==> config.mk <==
export PLATFORM = sky130hd
export DESIGN_NAME = hbridge_direction_ramp_control
export DESIGN_NICKNAME = d
export VERILOG_FILES = /design/src/sv/hbdrc_pkg.sv /design/src/sv/hbridge_direction_ramp_control.sv /design/src/sv/hbdrc_step.sv
export SDC_FILE = /design/constraint.sdc
export NUM_CORES = 1
export LEC_CHECK = 0
export ABC_CLOCK_PERIOD_IN_PS = 8800
export BUFFER_PORTS_ARGS = -buffer_cell sky130_fd_sc_hd__buf_2
export CAP_MARGIN = 20
export CORE_ASPECT_RATIO = 0.75
export CORE_UTILIZATION = 52
export CTS_BUF_LIST = sky130_fd_sc_hd__clkbuf_16
export CTS_CLUSTER_SIZE = 8
export DETAILED_ROUTE_END_ITERATION = 8
export PLACE_DENSITY = 0.71
export SLEW_MARGIN = 20
export SYNTH_ARGS = -nofsm -noshare
export SYNTH_HDL_FRONTEND = slang
export SYNTH_SLANG_ARGS = --single-unit
==> constraint.sdc <==
create_clock -name clk_i -period 8.8 [get_ports clk_i]
set_clock_uncertainty 0.05 [all_clocks]
set_input_delay 0.88 -clock clk_i [delete_from_list [all_inputs] [get_ports clk_i]]
set_output_delay 0.88 -clock clk_i [all_outputs]
set_load 0.01 [all_outputs]
==> src/sv/hbdrc_pkg.sv <==
package hbdrc_pkg;

  // Command codes carried in the mode field of an input word.
  typedef enum logic [2:0] {
    MODE_TICK    = 3'd0,
    MODE_ENABLE  = 3'd1,
    MODE_DIR     = 3'd2,
    MODE_DUTY    = 3'd3,
    MODE_SAFE    = 3'd4
  } mode_e;

  // Bridge drive codes, shared by the requested direction and the driven bridge.
  typedef enum logic [1:0] {
    BR_COAST = 2'd0,
    BR_FWD   = 2'd1,
    BR_REV   = 2'd2,
    BR_BRAKE = 2'd3
  } bridge_e;

  // Phases of the reversal sequence.
  typedef enum logic [1:0] {
    PH_IDLE  = 2'd0,
    PH_DOWN  = 2'd1,
    PH_COAST = 2'd2,
    PH_UP    = 2'd3
  } phase_e;

  // Configuration register indexes.
  localparam logic [1:0] CFG_DUTY_STEP = 2'd0;
  localparam logic [1:0] CFG_STEP_TICKS = 2'd1;
  localparam logic [1:0] CFG_DEADTIME = 2'd2;

  localparam logic [6:0]  DUTY_MAX = 7'd100;
  localparam logic [6:0]  DUTY_STEP_RST = 7'd10;
  localparam logic [15:0] STEP_TICKS_RST = 16'd2000;
  localparam logic [15:0] DEADTIME_RST = 16'd2;

  typedef struct packed {
    logic [2:0] mode;
    logic [1:0] direction;
    logic [7:0] duty;
    logic       enable_flag;
  } in_word_t;

  typedef struct packed {
    logic [1:0] bridge_state;
    logic [6:0] pwm_duty_out;
    logic       pwm_on;
    logic       is_enabled;
    logic [1:0] direction_now;
    logic [6:0] duty_now;
    logic       busy_res;
    logic       rejected;
  } out_word_t;

  typedef struct packed {
    logic [6:0]  duty_step;
    logic [15:0] step_ticks;
    logic [15:0] deadtime_ticks;
  } cfg_t;

  // Controller state apart from the tick counter, whose width is a parameter.
  typedef struct packed {
    logic       enabled;
    logic [1:0] direction;
    logic [6:0] stored_duty;
    logic [6:0] applied_duty;
    logic       pwm_running;
    logic [1:0] bridge;
    phase_e     phase;
    logic [7:0] ramp_value;
    logic [1:0] target_dir;
    logic [6:0] target_duty;
  } ctrl_state_t;

endpackage

==> src/sv/hbridge_direction_ramp_control.sv <==
// H-bridge direction and ramp controller.
// Command words arrive on the input channel (in_valid_i / in_ready_o, payload
// in_data_i): ticks of one microsecond, set enable, set direction, set duty and
// safe set. Every accepted word produces exactly one result word on the output
// channel (out_valid_o / out_ready_i, payload out_data_o) holding the bridge
// state, applied and stored duty, PWM and enable flags, the busy flag and
// whether the command was rejected because a reversal sequence was running.
// A word's result is registered and shown on the cycle after acceptance, and one
// word per cycle is sustained while the receiver takes every result. The input is
// ready whenever the result register is empty or being emptied in that cycle,
// so a receiver stall holds the result and stalls the input behind it.
// Configuration is written through cfg_valid_i / cfg_index_i / cfg_data_i,
// which is always ready; writes are expected only while no word is in flight.
// Reset leaves the bridge disabled and coasting with zero duty, the sequence
// idle and the registers at duty step 10, step time 2000 and dead time 2.
// COUNT_BITS sets the width of the hold counter used during the sequence.
module hbridge_direction_ramp_control #(
  parameter int COUNT_BITS = 16
) (
  input  logic                 clk_i,
  input  logic                 rst_ni,
  input  logic                 in_valid_i,
  output logic                 in_ready_o,
  input  hbdrc_pkg::in_word_t  in_data_i,
  output logic                 out_valid_o,
  input  logic                 out_ready_i,
  output hbdrc_pkg::out_word_t out_data_o,
  input  logic                 cfg_valid_i,
  output logic                 cfg_ready_o,
  input  logic [1:0]           cfg_index_i,
  input  logic [15:0]          cfg_data_i
);

  hbdrc_pkg::cfg_t        cfg_q;
  hbdrc_pkg::ctrl_state_t state_q;
  hbdrc_pkg::ctrl_state_t state_d;
  logic [COUNT_BITS-1:0]  cnt_q;
  logic [COUNT_BITS-1:0]  cnt_d;
  hbdrc_pkg::out_word_t   out_data_q;
  hbdrc_pkg::out_word_t   out_data_d;
  logic                   out_valid_q;
  logic                   in_fire;

  assign cfg_ready_o = 1'b1;
  assign in_ready_o = !out_valid_q || out_ready_i;
  assign in_fire = in_valid_i && in_ready_o;

  // Configuration registers.
  always_ff @(posedge clk_i or negedge rst_ni) begin
    if (!rst_ni) begin
      cfg_q.duty_step <= hbdrc_pkg::DUTY_STEP_RST;
      cfg_q.step_ticks <= hbdrc_pkg::STEP_TICKS_RST;
      cfg_q.deadtime_ticks <= hbdrc_pkg::DEADTIME_RST;
    end else if (cfg_valid_i) begin
      case (cfg_index_i)
        hbdrc_pkg::CFG_DUTY_STEP: cfg_q.duty_step <= cfg_data_i[6:0];
        hbdrc_pkg::CFG_STEP_TICKS: cfg_q.step_ticks <= cfg_data_i;
        hbdrc_pkg::CFG_DEADTIME: cfg_q.deadtime_ticks <= cfg_data_i;
        default: begin
        end
      endcase
    end
  end

  hbdrc_step #(
    .COUNT_BITS (COUNT_BITS)
  ) u_step (
    .state_i (state_q),
    .cnt_i   (cnt_q),
    .cfg_i   (cfg_q),
    .word_i  (in_data_i),
    .state_o (state_d),
    .cnt_o   (cnt_d),
    .word_o  (out_data_d)
  );

  // Controller state advances once per accepted word.
  always_ff @(posedge clk_i or negedge rst_ni) begin
    if (!rst_ni) begin
      state_q <= '0;
      cnt_q <= '0;
    end else if (in_fire) begin
      state_q <= state_d;
      cnt_q <= cnt_d;
    end
  end

  // Result register and its valid flag.
  always_ff @(posedge clk_i or negedge rst_ni) begin
    if (!rst_ni) begin
      out_valid_q <= 1'b0;
    end else if (in_fire) begin
      out_valid_q <= 1'b1;
    end else if (out_ready_i) begin
      out_valid_q <= 1'b0;
    end
  end

  always_ff @(posedge clk_i) begin
    if (in_fire) begin
      out_data_q <= out_data_d;
    end
  end

  assign out_valid_o = out_valid_q;
  assign out_data_o = out_data_q;

`ifndef SYNTHESIS
  // A rejected command is only ever reported while the sequence is busy.
  assert property (@(posedge clk_i) disable iff (!rst_ni)
    out_valid_o && out_data_o.rejected |-> out_data_o.busy_res)
    else $error("rejected result without busy sequence");

  // PWM runs only while enabled and driving forward or reverse.
  assert property (@(posedge clk_i) disable iff (!rst_ni)
    out_valid_o && out_data_o.pwm_on |-> out_data_o.is_enabled &&
      (out_data_o.bridge_state == hbdrc_pkg::BR_FWD ||
       out_data_o.bridge_state == hbdrc_pkg::BR_REV))
    else $error("PWM running on a bridge that is not driving");

  // Both duties stay within the percentage range.
  assert property (@(posedge clk_i) disable iff (!rst_ni)
    out_valid_o |-> out_data_o.duty_now <= hbdrc_pkg::DUTY_MAX &&
      out_data_o.pwm_duty_out <= hbdrc_pkg::DUTY_MAX)
    else $error("duty above maximum");

  // The hold counter rests at zero outside the reversal sequence.
  assert property (@(posedge clk_i) disable iff (!rst_ni)
    state_q.phase == hbdrc_pkg::PH_IDLE |-> cnt_q == '0)
    else $error("hold counter not cleared while idle");
`endif

endmodule

==> src/sv/hbdrc_step.sv <==
module hbdrc_step #(
  parameter int COUNT_BITS = 16
) (
  input  hbdrc_pkg::ctrl_state_t state_i,
  input  logic [COUNT_BITS-1:0]  cnt_i,
  input  hbdrc_pkg::cfg_t        cfg_i,
  input  hbdrc_pkg::in_word_t    word_i,
  output hbdrc_pkg::ctrl_state_t state_o,
  output logic [COUNT_BITS-1:0]  cnt_o,
  output hbdrc_pkg::out_word_t   word_o
);

  localparam int CMP_W = (COUNT_BITS > 16) ? COUNT_BITS : 16;

  // True for the codes that drive the motor and so run the PWM.
  function automatic logic drives(logic [1:0] d);
    return (d == hbdrc_pkg::BR_FWD) || (d == hbdrc_pkg::BR_REV);
  endfunction

  // Store a direction and drive it if the bridge is enabled.
  function automatic hbdrc_pkg::ctrl_state_t apply_mode(hbdrc_pkg::ctrl_state_t s,
                                                        logic [1:0] d);
    hbdrc_pkg::ctrl_state_t r;
    r = s;
    r.direction = d;
    if (!r.enabled) begin
      r.bridge = hbdrc_pkg::BR_COAST;
      r.pwm_running = 1'b0;
    end else begin
      r.bridge = d;
      r.pwm_running = drives(d);
    end
    return r;
  endfunction

  // Store a duty and apply it only while enabled and driving forward or reverse.
  function automatic hbdrc_pkg::ctrl_state_t apply_speed(hbdrc_pkg::ctrl_state_t s,
                                                         logic [6:0] d);
    hbdrc_pkg::ctrl_state_t r;
    r = s;
    r.stored_duty = d;
    if (r.enabled && drives(r.direction)) begin
      r.applied_duty = d;
      r.pwm_running = 1'b1;
    end else begin
      r.applied_duty = '0;
      r.pwm_running = 1'b0;
    end
    return r;
  endfunction

  // Begin the ramp up in the target direction from zero duty.
  function automatic hbdrc_pkg::ctrl_state_t start_up(hbdrc_pkg::ctrl_state_t s);
    hbdrc_pkg::ctrl_state_t r;
    r = apply_mode(s, s.target_dir);
    r = apply_speed(r, '0);
    r.ramp_value = '0;
    r.phase = hbdrc_pkg::PH_UP;
    return r;
  endfunction

  hbdrc_pkg::ctrl_state_t s;
  logic [COUNT_BITS-1:0]  cnt;
  logic [COUNT_BITS-1:0]  cnt_inc;
  logic [15:0]            limit;
  logic                   hold_done;
  logic [6:0]             stp;
  logic [6:0]             duty_c;
  logic [7:0]             up_val;
  logic                   rej;

  // Hold counter: advances on each tick and ends at the limit or at all ones.
  assign cnt_inc = cnt_i + COUNT_BITS'(1);
  assign limit = (state_i.phase == hbdrc_pkg::PH_COAST) ? cfg_i.deadtime_ticks
                                                        : cfg_i.step_ticks;
  assign hold_done = (CMP_W'(cnt_inc) >= CMP_W'(limit)) || (cnt_inc == '1);

  // A zero step size behaves as one, and requested duty is clamped.
  assign stp = (cfg_i.duty_step == '0) ? 7'd1 : cfg_i.duty_step;
  assign duty_c = (word_i.duty > {1'b0, hbdrc_pkg::DUTY_MAX}) ? hbdrc_pkg::DUTY_MAX
                                                              : word_i.duty[6:0];
  assign up_val = state_i.ramp_value + {1'b0, stp};

  // Next state for one command word.
  always_comb begin
    s = state_i;
    cnt = cnt_i;
    rej = 1'b0;
    if (word_i.mode == hbdrc_pkg::MODE_TICK) begin
      if (state_i.phase != hbdrc_pkg::PH_IDLE) begin
        cnt = hold_done ? '0 : cnt_inc;
      end
      case (state_i.phase)
        hbdrc_pkg::PH_DOWN: begin
          if (hold_done) begin
            if (state_i.ramp_value >= {1'b0, stp}) begin
              s.ramp_value = state_i.ramp_value - {1'b0, stp};
              s = apply_speed(s, s.ramp_value[6:0]);
            end else begin
              s.bridge = hbdrc_pkg::BR_COAST;
              s.pwm_running = 1'b0;
              s.phase = hbdrc_pkg::PH_COAST;
              if (cfg_i.deadtime_ticks == '0) begin
                s = start_up(s);
              end
            end
          end
        end
        hbdrc_pkg::PH_COAST: begin
          if (hold_done) begin
            s = start_up(s);
          end
        end
        hbdrc_pkg::PH_UP: begin
          if (hold_done) begin
            if (state_i.ramp_value >= {1'b0, state_i.target_duty}) begin
              s.phase = hbdrc_pkg::PH_IDLE;
            end else begin
              s.ramp_value = (up_val > {1'b0, state_i.target_duty}) ?
                             {1'b0, state_i.target_duty} : up_val;
              s = apply_speed(s, s.ramp_value[6:0]);
            end
          end
        end
        default: begin
        end
      endcase
    end else if (state_i.phase != hbdrc_pkg::PH_IDLE) begin
      rej = 1'b1;
    end else begin
      case (word_i.mode)
        hbdrc_pkg::MODE_ENABLE: begin
          s.enabled = word_i.enable_flag;
          if (!word_i.enable_flag) begin
            s.applied_duty = '0;
            s.pwm_running = 1'b0;
            s.bridge = hbdrc_pkg::BR_COAST;
          end else begin
            s = apply_mode(s, s.direction);
            s = apply_speed(s, s.stored_duty);
          end
        end
        hbdrc_pkg::MODE_DIR: begin
          s = apply_mode(s, word_i.direction);
        end
        hbdrc_pkg::MODE_DUTY: begin
          s = apply_speed(s, duty_c);
        end
        hbdrc_pkg::MODE_SAFE: begin
          // Swapping forward and reverse while enabled starts the sequence.
          if (state_i.enabled &&
              (((state_i.direction == hbdrc_pkg::BR_FWD) &&
                (word_i.direction == hbdrc_pkg::BR_REV)) ||
               ((state_i.direction == hbdrc_pkg::BR_REV) &&
                (word_i.direction == hbdrc_pkg::BR_FWD)))) begin
            s.target_dir = word_i.direction;
            s.target_duty = duty_c;
            s.ramp_value = {1'b0, state_i.stored_duty};
            s = apply_speed(s, state_i.stored_duty);
            s.phase = hbdrc_pkg::PH_DOWN;
            cnt = '0;
          end else begin
            s = apply_mode(s, word_i.direction);
            s = apply_speed(s, duty_c);
          end
        end
        default: begin
        end
      endcase
    end
  end

  assign state_o = s;
  assign cnt_o = cnt;

  // Result word reflects the state after the command.
  always_comb begin
    word_o.bridge_state = s.bridge;
    word_o.pwm_duty_out = s.applied_duty;
    word_o.pwm_on = s.pwm_running;
    word_o.is_enabled = s.enabled;
    word_o.direction_now = s.direction;
    word_o.duty_now = s.stored_duty;
    word_o.busy_res = (s.phase != hbdrc_pkg::PH_IDLE);
    word_o.rejected = rej;
  end

endmodule

==> flow_metrics.py, run 1 <==
metrics = {
    "finish": {
        "drive_above_1_share_pct": 17.92,
        "fillers": 1278,
        "final_nets": 998,
        "syn_to_final_growth_pct": 13.27,
        "diodes": 0,
        "final_cell_area_um2": 9069,
        "layoutNonFillerInstCount": 1121,
        "multi_input_area_um2": 4638,
        "seqCellArea_um2": 3049,
    },
    "die": {
        "dieArea_um2": 15900,
        "initial_core_util_pct": 54.32,
        "io_pins": 62,
        "coreArea_um2": 14740,
        "rows": 38,
        "die_y_um": 109.5,
        "die_x_um": 145.3,
    },
    "logic_synthesis": {
        "ys_types": 71,
        "synthFlopType": "dfrtp_1",
        "synth-seq-cells": 117,
        "synthesis.area_um2": 8006,
        "ys_seq_area_share_pct": 38.08,
        "synth_edf_count": 22,
        "syn_nets": 961,
        "synthCells": 871,
        "yosys_warnings": 0,
        "async_flop_share_pct": 81.20,
        "syn_avg_cell_area_um2": 9.192,
    },
    "power_and_ir_drop": {
        "peakVddDrop_mv": 0.1707,
        "p_leak_nw": 3.948,
        "p_total_mw": 2.375,
        "p_per_area_nw_per_um2": 261.9,
    },
    "global_routing": {
        "grt_overflow": 0,
        "grt_start_max_net_pins": 53,
        "grt_pass1_vias": 6467,
        "grt_pass1_wl_um": 34180,
        "grt_antenna_before_repair": 0,
        "grt_usage_pct": 27.70,
    },
    "run": {
        "drv_cap": 0,
    },
    "setup_path": {
        "critPathMaxFanout": 27,
        "r2r_start": "state_q[18]",
        "cpPeakStageDelay_ns": 0.79,
        "timing.rr.end": "cnt_q[15]",
        "crit_family": "compound AO/OA/AOI/OAI gates",
        "cp.arrival_ns": 5.00,
        "critPathKind": "register to register",
        "cp_slowest_cell": "dfrtp_1",
        "cp_cell_sequence": "nor2b_2, buf_4, mux2i_1, ha_1, a21o_1, a211o_1, a2111oi_0, a21oi_1, nor2_2, nand3_1, inv_1, a22o_1",
        "regToRegSetupSlack_ns": 4.11,
        "endpoint_kind": "register",
        "startpoint_type": "register",
        "critPathRequiredTime_ns": 9.11,
        "reg2regPathDepth": 12,
        "critPathBufInv": 2,
    },
    "cts": {
        "path_clk_slew_ns": 0.06,
        "cts-resized-gates": 0,
        "cts.sinks": 117,
        "cts_buffer_depth": 2,
        "post_cts_buffers": 0,
        "cts-root-buf": "clkbuf_16",
        "cts_inserted_buffers": 17,
        "cts_tree": "built",
        "cts_max_level": 4,
        "hold_buffers": 0,
        "clk_latency_ns": 0.43,
    },
    "drt": {
        "met2_length_um": 8907,
        "via_per_inst": 6.177,
        "finalWirelength_um": 21090,
        "routed.top_layer": "met4",
        "route.met3.wl_um": 1588,
        "wl_per_cell_um": 18.81,
        "m1WireLength_um": 10320,
        "ant_nets": 0,
        "vias": 6924,
        "dr.pass1.iters": 5,
        "drt_iter0_markers": 741,
        "route.detailed.drc": 0,
    },
    "sta": {
        "setup_violations": 0,
        "hold_viol_final": 0,
        "tightest_slew_ns": 0.9282,
        "slew_headroom_pct": 37.89,
        "fin_crit_ns": 4.693,
        "post-route-period-util_pct": 53.33,
        "slew_viol_final": 0,
        "rsz0062_at_grt": "no",
        "fmax_mhz": 213.1,
        "fin_setup_tns_ns": 0,
    },
    "placed_design": {
        "io_buffers": 60,
        "place_congestion": 0.9224,
        "placed_cell_area_um2": 8408,
        "placed_cells": 1089,
        "dp.final_hpwl_um": 15340,
    },
    "worst_hold_path": {
        "timing.hold.worst.class": "primary input to asynchronous set/reset pin",
    },
    "run_status": {
        "status": "complete, no violations",
    },
}
-- registers in the layout, summed over array words and instances, names as in the netlist --
register / cells
out_valid_o: 1
out_data_o: 22
cfg_q: 39
cnt_q: 16
state_q: 39
-- cell usage in the layout, fill, tap and decap left out, types with 13 or more instances in the layout --
cell type,netlist,layout
a211oi_1,13,13
a21oi_1,51,51
a22o_1,18,18
buf_2,9,59
clkbuf_16,0,17
dfrtp_1,86,86
edfxtp_1,22,22
ha_1,51,51
inv_1,32,32
mux2_2,39,39
mux2i_1,27,27
nand2_1,87,87
nand2b_1,17,17
nand3_1,23,23
nand4_1,17,17
nor2_1,70,70
o21ai_0,63,63
xnor2_1,13,13
-- cell type report --
type                    count  area share (%)
clock buffers              17           4.691
clock inverters            15           2.539
well taps                 200           2.759
repair buffers             67           3.918
multi-input cells         673           51.15
inverters                  32           1.325
flip-flops and latches    117           33.62
-- per-layer routing --
layer  vias up  GRT usage (%)
li1       3289              -
met5         -              0
met1      3347          41.04
met3        26          6.017
met2       262          40.42
met4         0          8.120
-- metrics by stage --
stage               util [%]  setup slack [ns]  hold WS [ns]
detailed placement     57.05             4.214        0.4466
global route           61.53             3.799        0.4301
CTS                    61.49             4.193        0.4060
floorplan                  -             4.556        0.4211
finish                 61.53             4.107        0.3917
global placement       57.05             4.224        0.4468
-- power by group --
group	switching [mW]	internal, mW
combinational	0.500	0.336
clock	0.266	0.504
sequential	0.112	0.657
-- how the worst max path moves through the flow --
stage,start,cells past startpoint,end
2_1_floorplan,state_q[18],15,out_data_o[1]
3_3_place_gp,cfg_q[33],18,out_data_o[4]
3_5_place_dp,cfg_q[33],18,out_data_o[4]
4_1_cts,state_q[18],12,cnt_q[15]
5_1_grt,state_q[18],12,state_q[11]
6_report,state_q[18],12,cnt_q[15]
-- synth_stat cells, types with 18 or more instances --
| master | number | share of area (%) |
|---|---|---|
| a22o_1 | 18 | 2.0 |
| mux2i_1 | 27 | 3.4 |
| nand2_1 | 87 | 4.1 |
| inv_1 | 32 | 1.5 |
| nand3_1 | 23 | 1.4 |
| o21ai_0 | 63 | 3.9 |
| edfxtp_1 | 22 | 8.3 |
| clkbuf_1 | 35 | 1.6 |
| ha_1 | 51 | 8.0 |
| a21oi_1 | 51 | 3.2 |
| dfrtp_1 | 86 | 27 |
| nor2_1 | 70 | 3.3 |
| mux2_2 | 39 | 5.5 |
-- cells by family (layout without fill, tap and decap cells) --
group	count (synthesis)	after routing	share of synthesized area, %
and+or+nand+nor	289	289	18.21
muxes	66	66	8.861
xor gates and xnor gates	22	22	2.407
AOI/OAI and AO/OA	242	242	19.85
adders and majority gates	53	53	8.470
DFF	117	117	38.08
buffers and inverters	81	131	4.079
other	1	1	0.04684
Power figures use the tool's default switching activity.
==> run 2: changes to the inputs <==
Settings changed: ABC_CLOCK_PERIOD_IN_PS 8800 to 4500.
Clock period 8.8 ns to 4.5 ns, I/O delays scaled along.
==> run 2 against run 1 <==
Against the previous run:
- clock power grew 84%
- highest routed layer unchanged
- flip-flop and latch count is the same
- setup slack lost 4.0 ns
- critical path type unchanged
- global-route usage grew 0.61 points
- via count grew 1.6%
- largest cell class unchanged
- die area is the same
==> flow_metrics.py, run 2 (same netlist as run 1, synthesis figures left out) <==
metrics = {
    "power_and_ir_drop": {
        "p_switching_mw": 1.760,
        "clock_power_share_pct": 29.7,
        "p_int_mw": 3.004,
        "p_comb_share_pct": 39.2,
        "peakVddDrop_mv": 0.3048,
        "p_total_mw": 4.764,
        "seqPwrFrac_pct": 31.1,
        "switching_share_pct": 36.94,
        "p_leak_nw": 4.037,
        "p_per_area_nw_per_um2": 510.5,
    },
    "global_routing": {
        "grt_antenna_before_repair": 0,
        "grt_pass1_vias": 6489,
        "grt_overflow": 0,
        "grt_usage_pct": 28.31,
        "grt_start_max_net_pins": 60,
        "grt_pass1_wl_um": 34790,
    },
    "finish": {
        "drive_above_1_share_pct": 21.38,
        "final_nets": 1022,
        "syn_to_final_growth_pct": 16.57,
        "final_common_cell": "nand2_1",
        "diodes": 0,
        "layoutNonFillerInstCount": 1145,
        "final_cell_area_um2": 9333,
        "layout_common_cells": "nand2_1, dfrtp_1, nor2_1, o21ai_0, buf_2",
        "reg.largest.list": "cfg_q: 39 flops, state_q: 39 flops, out_data_o: 22 flops",
    },
    "setup_path": {
        "cp.arrival_ns": 4.51,
        "endpoint_kind": "register",
        "critPathMaxFanout": 5,
        "critPathRequiredTime_ns": 4.62,
        "critPathKind": "register to register",
        "startpoint_type": "register",
    },
    "run_status": {
        "status": "complete, no violations",
    },
    "cts": {
        "cts_inserted_buffers": 17,
        "cts_max_level": 4,
        "cts_buffer_depth": 2,
        "path_clk_slew_ns": 0.06,
        "clk_latency_ns": 0.43,
        "cts-root-buf": "clkbuf_16",
        "cts_tree": "built",
        "hold_buffers": 0,
        "cts.sinks": 117,
    },
    "placed_design": {
        "placed_cells": 1108,
        "place_ws_ns": 0.06978,
        "io_buffers": 60,
        "dp.final_hpwl_um": 15680,
        "placed_cell_area_um2": 8551,
        "place_congestion": 0.9642,
    },
    "die": {
        "dieArea_um2": 15900,
        "coreArea_um2": 14740,
        "die_x_um": 145.3,
        "initial_core_util_pct": 54.32,
        "io_pins": 62,
        "rows": 38,
        "die_y_um": 109.5,
    },
    "drt": {
        "route.detailed.drc": 0,
        "drt_iter0_markers": 874,
        "via_per_inst": 6.141,
        "vias": 7032,
        "dr.pass1.iters": 5,
        "wl_per_cell_um": 18.88,
        "finalWirelength_um": 21620,
        "ant_nets": 0,
    },
    "sta": {
        "fin_crit_ns": 4.397,
        "setup_violations": 0,
        "setup_slack_ns": 0.1031,
        "post-route-period-util_pct": 97.71,
        "fmax_mhz": 227.4,
        "holdWs_ns": 0.05811,
        "slew_viol_final": 0,
        "hold_viol_final": 0,
        "tightest_slew_ns": 0.8655,
        "slew_headroom_pct": 42.13,
    },
    "worst_hold_path": {
        "timing.hold.worst.class": "primary input to asynchronous set/reset pin",
    },
    "run": {
        "drv_cap": 0,
    },
}
==> run 2: cell types whose count changed in the layout (fill, tap and decap cells not counted), moves of 2 or more <==
cell	delta
buf_4	+22
clkinvlp_4	+3
a211oi_1	-2
clkinv_1	+3
mux2i_2	+2
a211oi_2	+2
o21ai_0	-2
mux2i_1	-3
a221oi_1	-3
clkinv_4	-6
a221oi_2	+3
nor4_1	-3
nor4_2	+3
==> run 2: repair_timing <==
action                     CTS  global route
setup endpoints to repair    0            41
gates resized for setup      0            26
buffers inserted             0             5
==> run 2: power groups by stage <==
stage	logic (mW)	registers [mW]	clock network, mW
3_5_place_dp	1.66	1.48	0
4_1_cts	1.68	1.47	1.43
5_1_grt	2.06	1.50	1.48
2_1_floorplan	1.19	1.44	0
3_3_place_gp	1.64	1.48	0
6_report	1.87	1.48	1.42
==> run 2: layout make-up <==
type / instances / area [µm²]
multi-input combinational: 673 / 4747
tap: 200 / 250.2
inverter: 32 / 123.9
sequential: 117 / 3049
clock buffer: 17 / 425.4
clock inverter: 15 / 185.2
fill: 1271 / 5406
timing repair buffer: 91 / 551.8
==> run 2: per-layer routing <==
layer / track usage (%) / share of wire, % / up-vias
met2: 40.35 / 41 / 310
met5: 0 / 0 / -
met1: 43.01 / 49 / 3368
met3: 5.685 / 8.0 / 21
met4: 8.271 / 1.2 / 0
li1: - / - / 3333
==> run 2: metrics by stage <==
stage / TNS [ns] / utilization (%)
floorplan: 0 / -
detailed placement: 0 / 58.01
CTS: 0 / 62.16
finish: 0 / 63.32
global route: -0.09779 / 63.32
global placement: 0 / 58.01
==> run 2: path summary, 6_finish.rpt <==
| check | startpoint | endpoint | slack (ns) | depth (start not counted) |
|---|---|---|---|---|
| min in group clk_i | in_valid_i | out_valid_o | 0.18 | 2 |
| worst min register to register | cfg_q[18] | cfg_q[18] | 0.46 | 1 |
| worst min-delay path | rst_ni | cfg_q[28] | 0.06 | 1 |
| worst max-delay path | cfg_q[33] | out_data_o[4] | 0.10 | 19 |
| worst max register to register | cfg_q[33] | out_data_o[4] | 0.10 | 19 |
| max in group asynchronous | rst_ni | state_q[3] | 3.33 | 2 |
==> run 2: critical path: stages, from the launching register on <==
cell       delay [ns]
dfstp_2          0.56
nor4_2           0.06
a31o_2           0.27
ha_4             0.17
fa_2             0.35
nand2b_1         0.08
a21o_1           0.16
a21oi_2          0.09
nor4_2           0.26
a211oi_2         0.10
ha_1             0.37
a21oi_1          0.17
nand3_1          0.10
o21ai_2          0.18
o2111ai_4        0.20
mux2_4           0.37
nand3_1          0.10
mux2i_1          0.11
o31ai_2          0.31
nand2_1          0.09
==> run 3: changes to the inputs <==
Settings changed: CORE_MARGIN from default to 1.5, CORE_UTILIZATION 52 to 61, PLACE_DENSITY 0.71 to 0.81.
==> run 3 against run 2 <==
Against the previous run:
- final area is 2.9% lower
- first-iteration DRC count fell by 11%
- critical path depth is the same
- via count up 2.4%
- total power fell by 6.4%
- non-clock buffer count fell by 8
==> flow_metrics.py, run 3 (same netlist as run 1, synthesis figures left out) <==
metrics = {
    "finish": {
        "layoutNonFillerInstCount": 1108,
        "final_nets": 1014,
        "drive_above_1_share_pct": 19.32,
        "diodes": 0,
        "layout_common_cells": "nand2_1, dfrtp_1, nor2_1, o21ai_0, buf_2",
        "final_common_cell": "nand2_1",
        "post-route-util_pct": 70.38,
        "reg.largest.list": "cfg_q: 39 flops, state_q: 39 flops, out_data_o: 22 flops",
        "syn_to_final_growth_pct": 13.24,
        "final_cell_area_um2": 9066,
    },
    "cts": {
        "post_cts_buffers": 0,
        "cts_max_level": 4,
        "cts_inserted_buffers": 17,
        "path_clk_slew_ns": 0.05,
        "cts_buffer_depth": 2,
        "cts_tree": "built",
        "cts-root-buf": "clkbuf_16",
        "clk_latency_ns": 0.42,
        "cts.sinks": 117,
    },
    "die": {
        "dieArea_um2": 13830,
        "die_y_um": 102.2,
        "io_pins": 62,
        "coreArea_um2": 12880,
        "initial_core_util_pct": 62.15,
        "rows": 36,
        "die_x_um": 135.3,
    },
    "sta": {
        "fmax_mhz": 226.1,
        "fin_setup_tns_ns": 0,
        "post-route-period-util_pct": 98.29,
        "setup_slack_ns": 0.07704,
        "fin_crit_ns": 4.423,
        "hold_viol_final": 0,
        "rsz0062_at_grt": "yes",
        "holdWs_ns": 0.06898,
        "slew_headroom_pct": 41.59,
        "slew_viol_final": 0,
        "setup_violations": 0,
        "tightest_slew_ns": 0.8736,
    },
    "global_routing": {
        "grt_usage_pct": 32.24,
        "grt_antenna_before_repair": 0,
        "grt_overflow": 0,
        "grt_pass1_vias": 6509,
        "grt_start_max_net_pins": 63,
        "grt_pass1_wl_um": 34180,
    },
    "setup_path": {
        "endpoint_kind": "register",
        "crit_top_cell": "ha_1",
        "startpoint_type": "register",
        "startpoint": "cfg_q[33]",
        "cp.arrival_ns": 4.55,
        "cp_cell_sequence": "nor4_1, a31o_2, ha_1, fa_1, nand2b_1, a21o_1, nand2_1, xnor2_1, ha_1, nand4_1, nand3_1, o21ai_1, o2111ai_2, buf_4, mux2i_2, o22ai_2, a221oi_1, nor2_1, o21a_1",
        "cp_slowest_cell": "dfstp_2",
        "crit_end": "out_data_o[2]",
        "cpPeakStageDelay_ns": 0.57,
        "regToRegSetupSlack_ns": 0.08,
        "critPathKind": "register to register",
        "timing.rr.end": "out_data_o[2]",
        "r2r_start": "cfg_q[33]",
        "reg2regPathDepth": 19,
        "critPathMaxFanout": 6,
        "critPathRequiredTime_ns": 4.62,
    },
    "power_and_ir_drop": {
        "clock_power_share_pct": 26.8,
        "p_int_mw": 2.744,
        "seqPwrFrac_pct": 33.5,
        "switching_share_pct": 38.45,
        "p_comb_share_pct": 39.8,
        "p_leak_nw": 3.972,
        "peakVddDrop_mv": 0.3608,
        "p_total_mw": 4.458,
        "p_per_area_nw_per_um2": 491.7,
        "p_switching_mw": 1.714,
    },
    "drt": {
        "vias": 7202,
        "via_per_inst": 6.500,
        "ant_nets": 0,
        "drt_iter0_markers": 781,
        "finalWirelength_um": 21260,
        "wl_per_cell_um": 19.19,
        "dr.pass1.iters": 6,
        "route.detailed.drc": 0,
    },
    "worst_hold_path": {
        "timing.hold.worst.class": "primary input to asynchronous set/reset pin",
    },
    "placed_design": {
        "placed_cells": 1076,
        "place_ws_ns": -0.01757,
        "placed_cell_area_um2": 8492,
        "io_buffers": 60,
        "place_congestion": 0.9180,
        "dp.final_hpwl_um": 15180,
    },
    "run_status": {
        "status": "complete, no violations",
    },
    "run": {
        "drv_cap": 0,
    },
}
[run 3: cell count changes in the layout (fill, tap and decap cells not counted), sizes merged]
cell,change
inv,+3
bufinv,-3
clkinvlp,-3
buf,-8
clkinv,+3
[run 3: cell type report]
class | instances | area (µm²)
inverter | 32 | 120.1
clock inverter | 15 | 86.33
tap | 171 | 214.0
clock buffer | 17 | 425.4
sequential | 117 | 3049
fill | 1022 | 3816
timing repair buffer | 83 | 475.5
multi-input combinational | 673 | 4696
[run 3: what timing repair did]
| item | CTS | global route |
|---|---|---|
| hold endpoints to repair | 0 | 0 |
| gates resized for setup | 2 | 15 |
| setup endpoints to repair | 1 | 63 |
| hold buffers | 0 | 0 |
| pin swaps | 0 | 0 |
[run 3: layer usage]
metal	track usage, %	wire length (µm)
met1	47.77	9851
met2	47.68	9142
met3	6.895	1943
met4	9.512	321
met5	0	0
[run 3: critical path, delay by kind of cell (launching register included)]
kind,cells,cell delay (ns)
and+or+nand+nor,6,0.54
xor gates and xnor gates,1,0.35
buffers and inverters,1,0.21
AOI/OAI and AO/OA,7,1.24
DFF,1,0.57
muxes,1,0.23
adders and majority gates,3,0.97
[run 3: how the worst min path moves through the flow]
stage                    from        end  cells after the start
floorplan              rst_ni   cfg_q[0]                      0
global placement    cfg_q[17]  cfg_q[17]                      1
detailed placement  cfg_q[18]  cfg_q[18]                      1
CTS                    rst_ni  cfg_q[28]                      1
global route           rst_ni  cfg_q[29]                      1
finish                 rst_ni  cfg_q[28]                      1
[run 3: power groups by stage]
| stage | clock, mW | sequential, mW | combinational [mW] |
|---|---|---|---|
| 6_report | 1.19 | 1.49 | 1.77 |
| 4_1_cts | 1.20 | 1.49 | 1.69 |
| 5_1_grt | 1.24 | 1.51 | 1.95 |
| 3_5_place_dp | 0 | 1.50 | 1.66 |
| 3_3_place_gp | 0 | 1.49 | 1.61 |
| 2_1_floorplan | 0 | 1.44 | 1.19 |
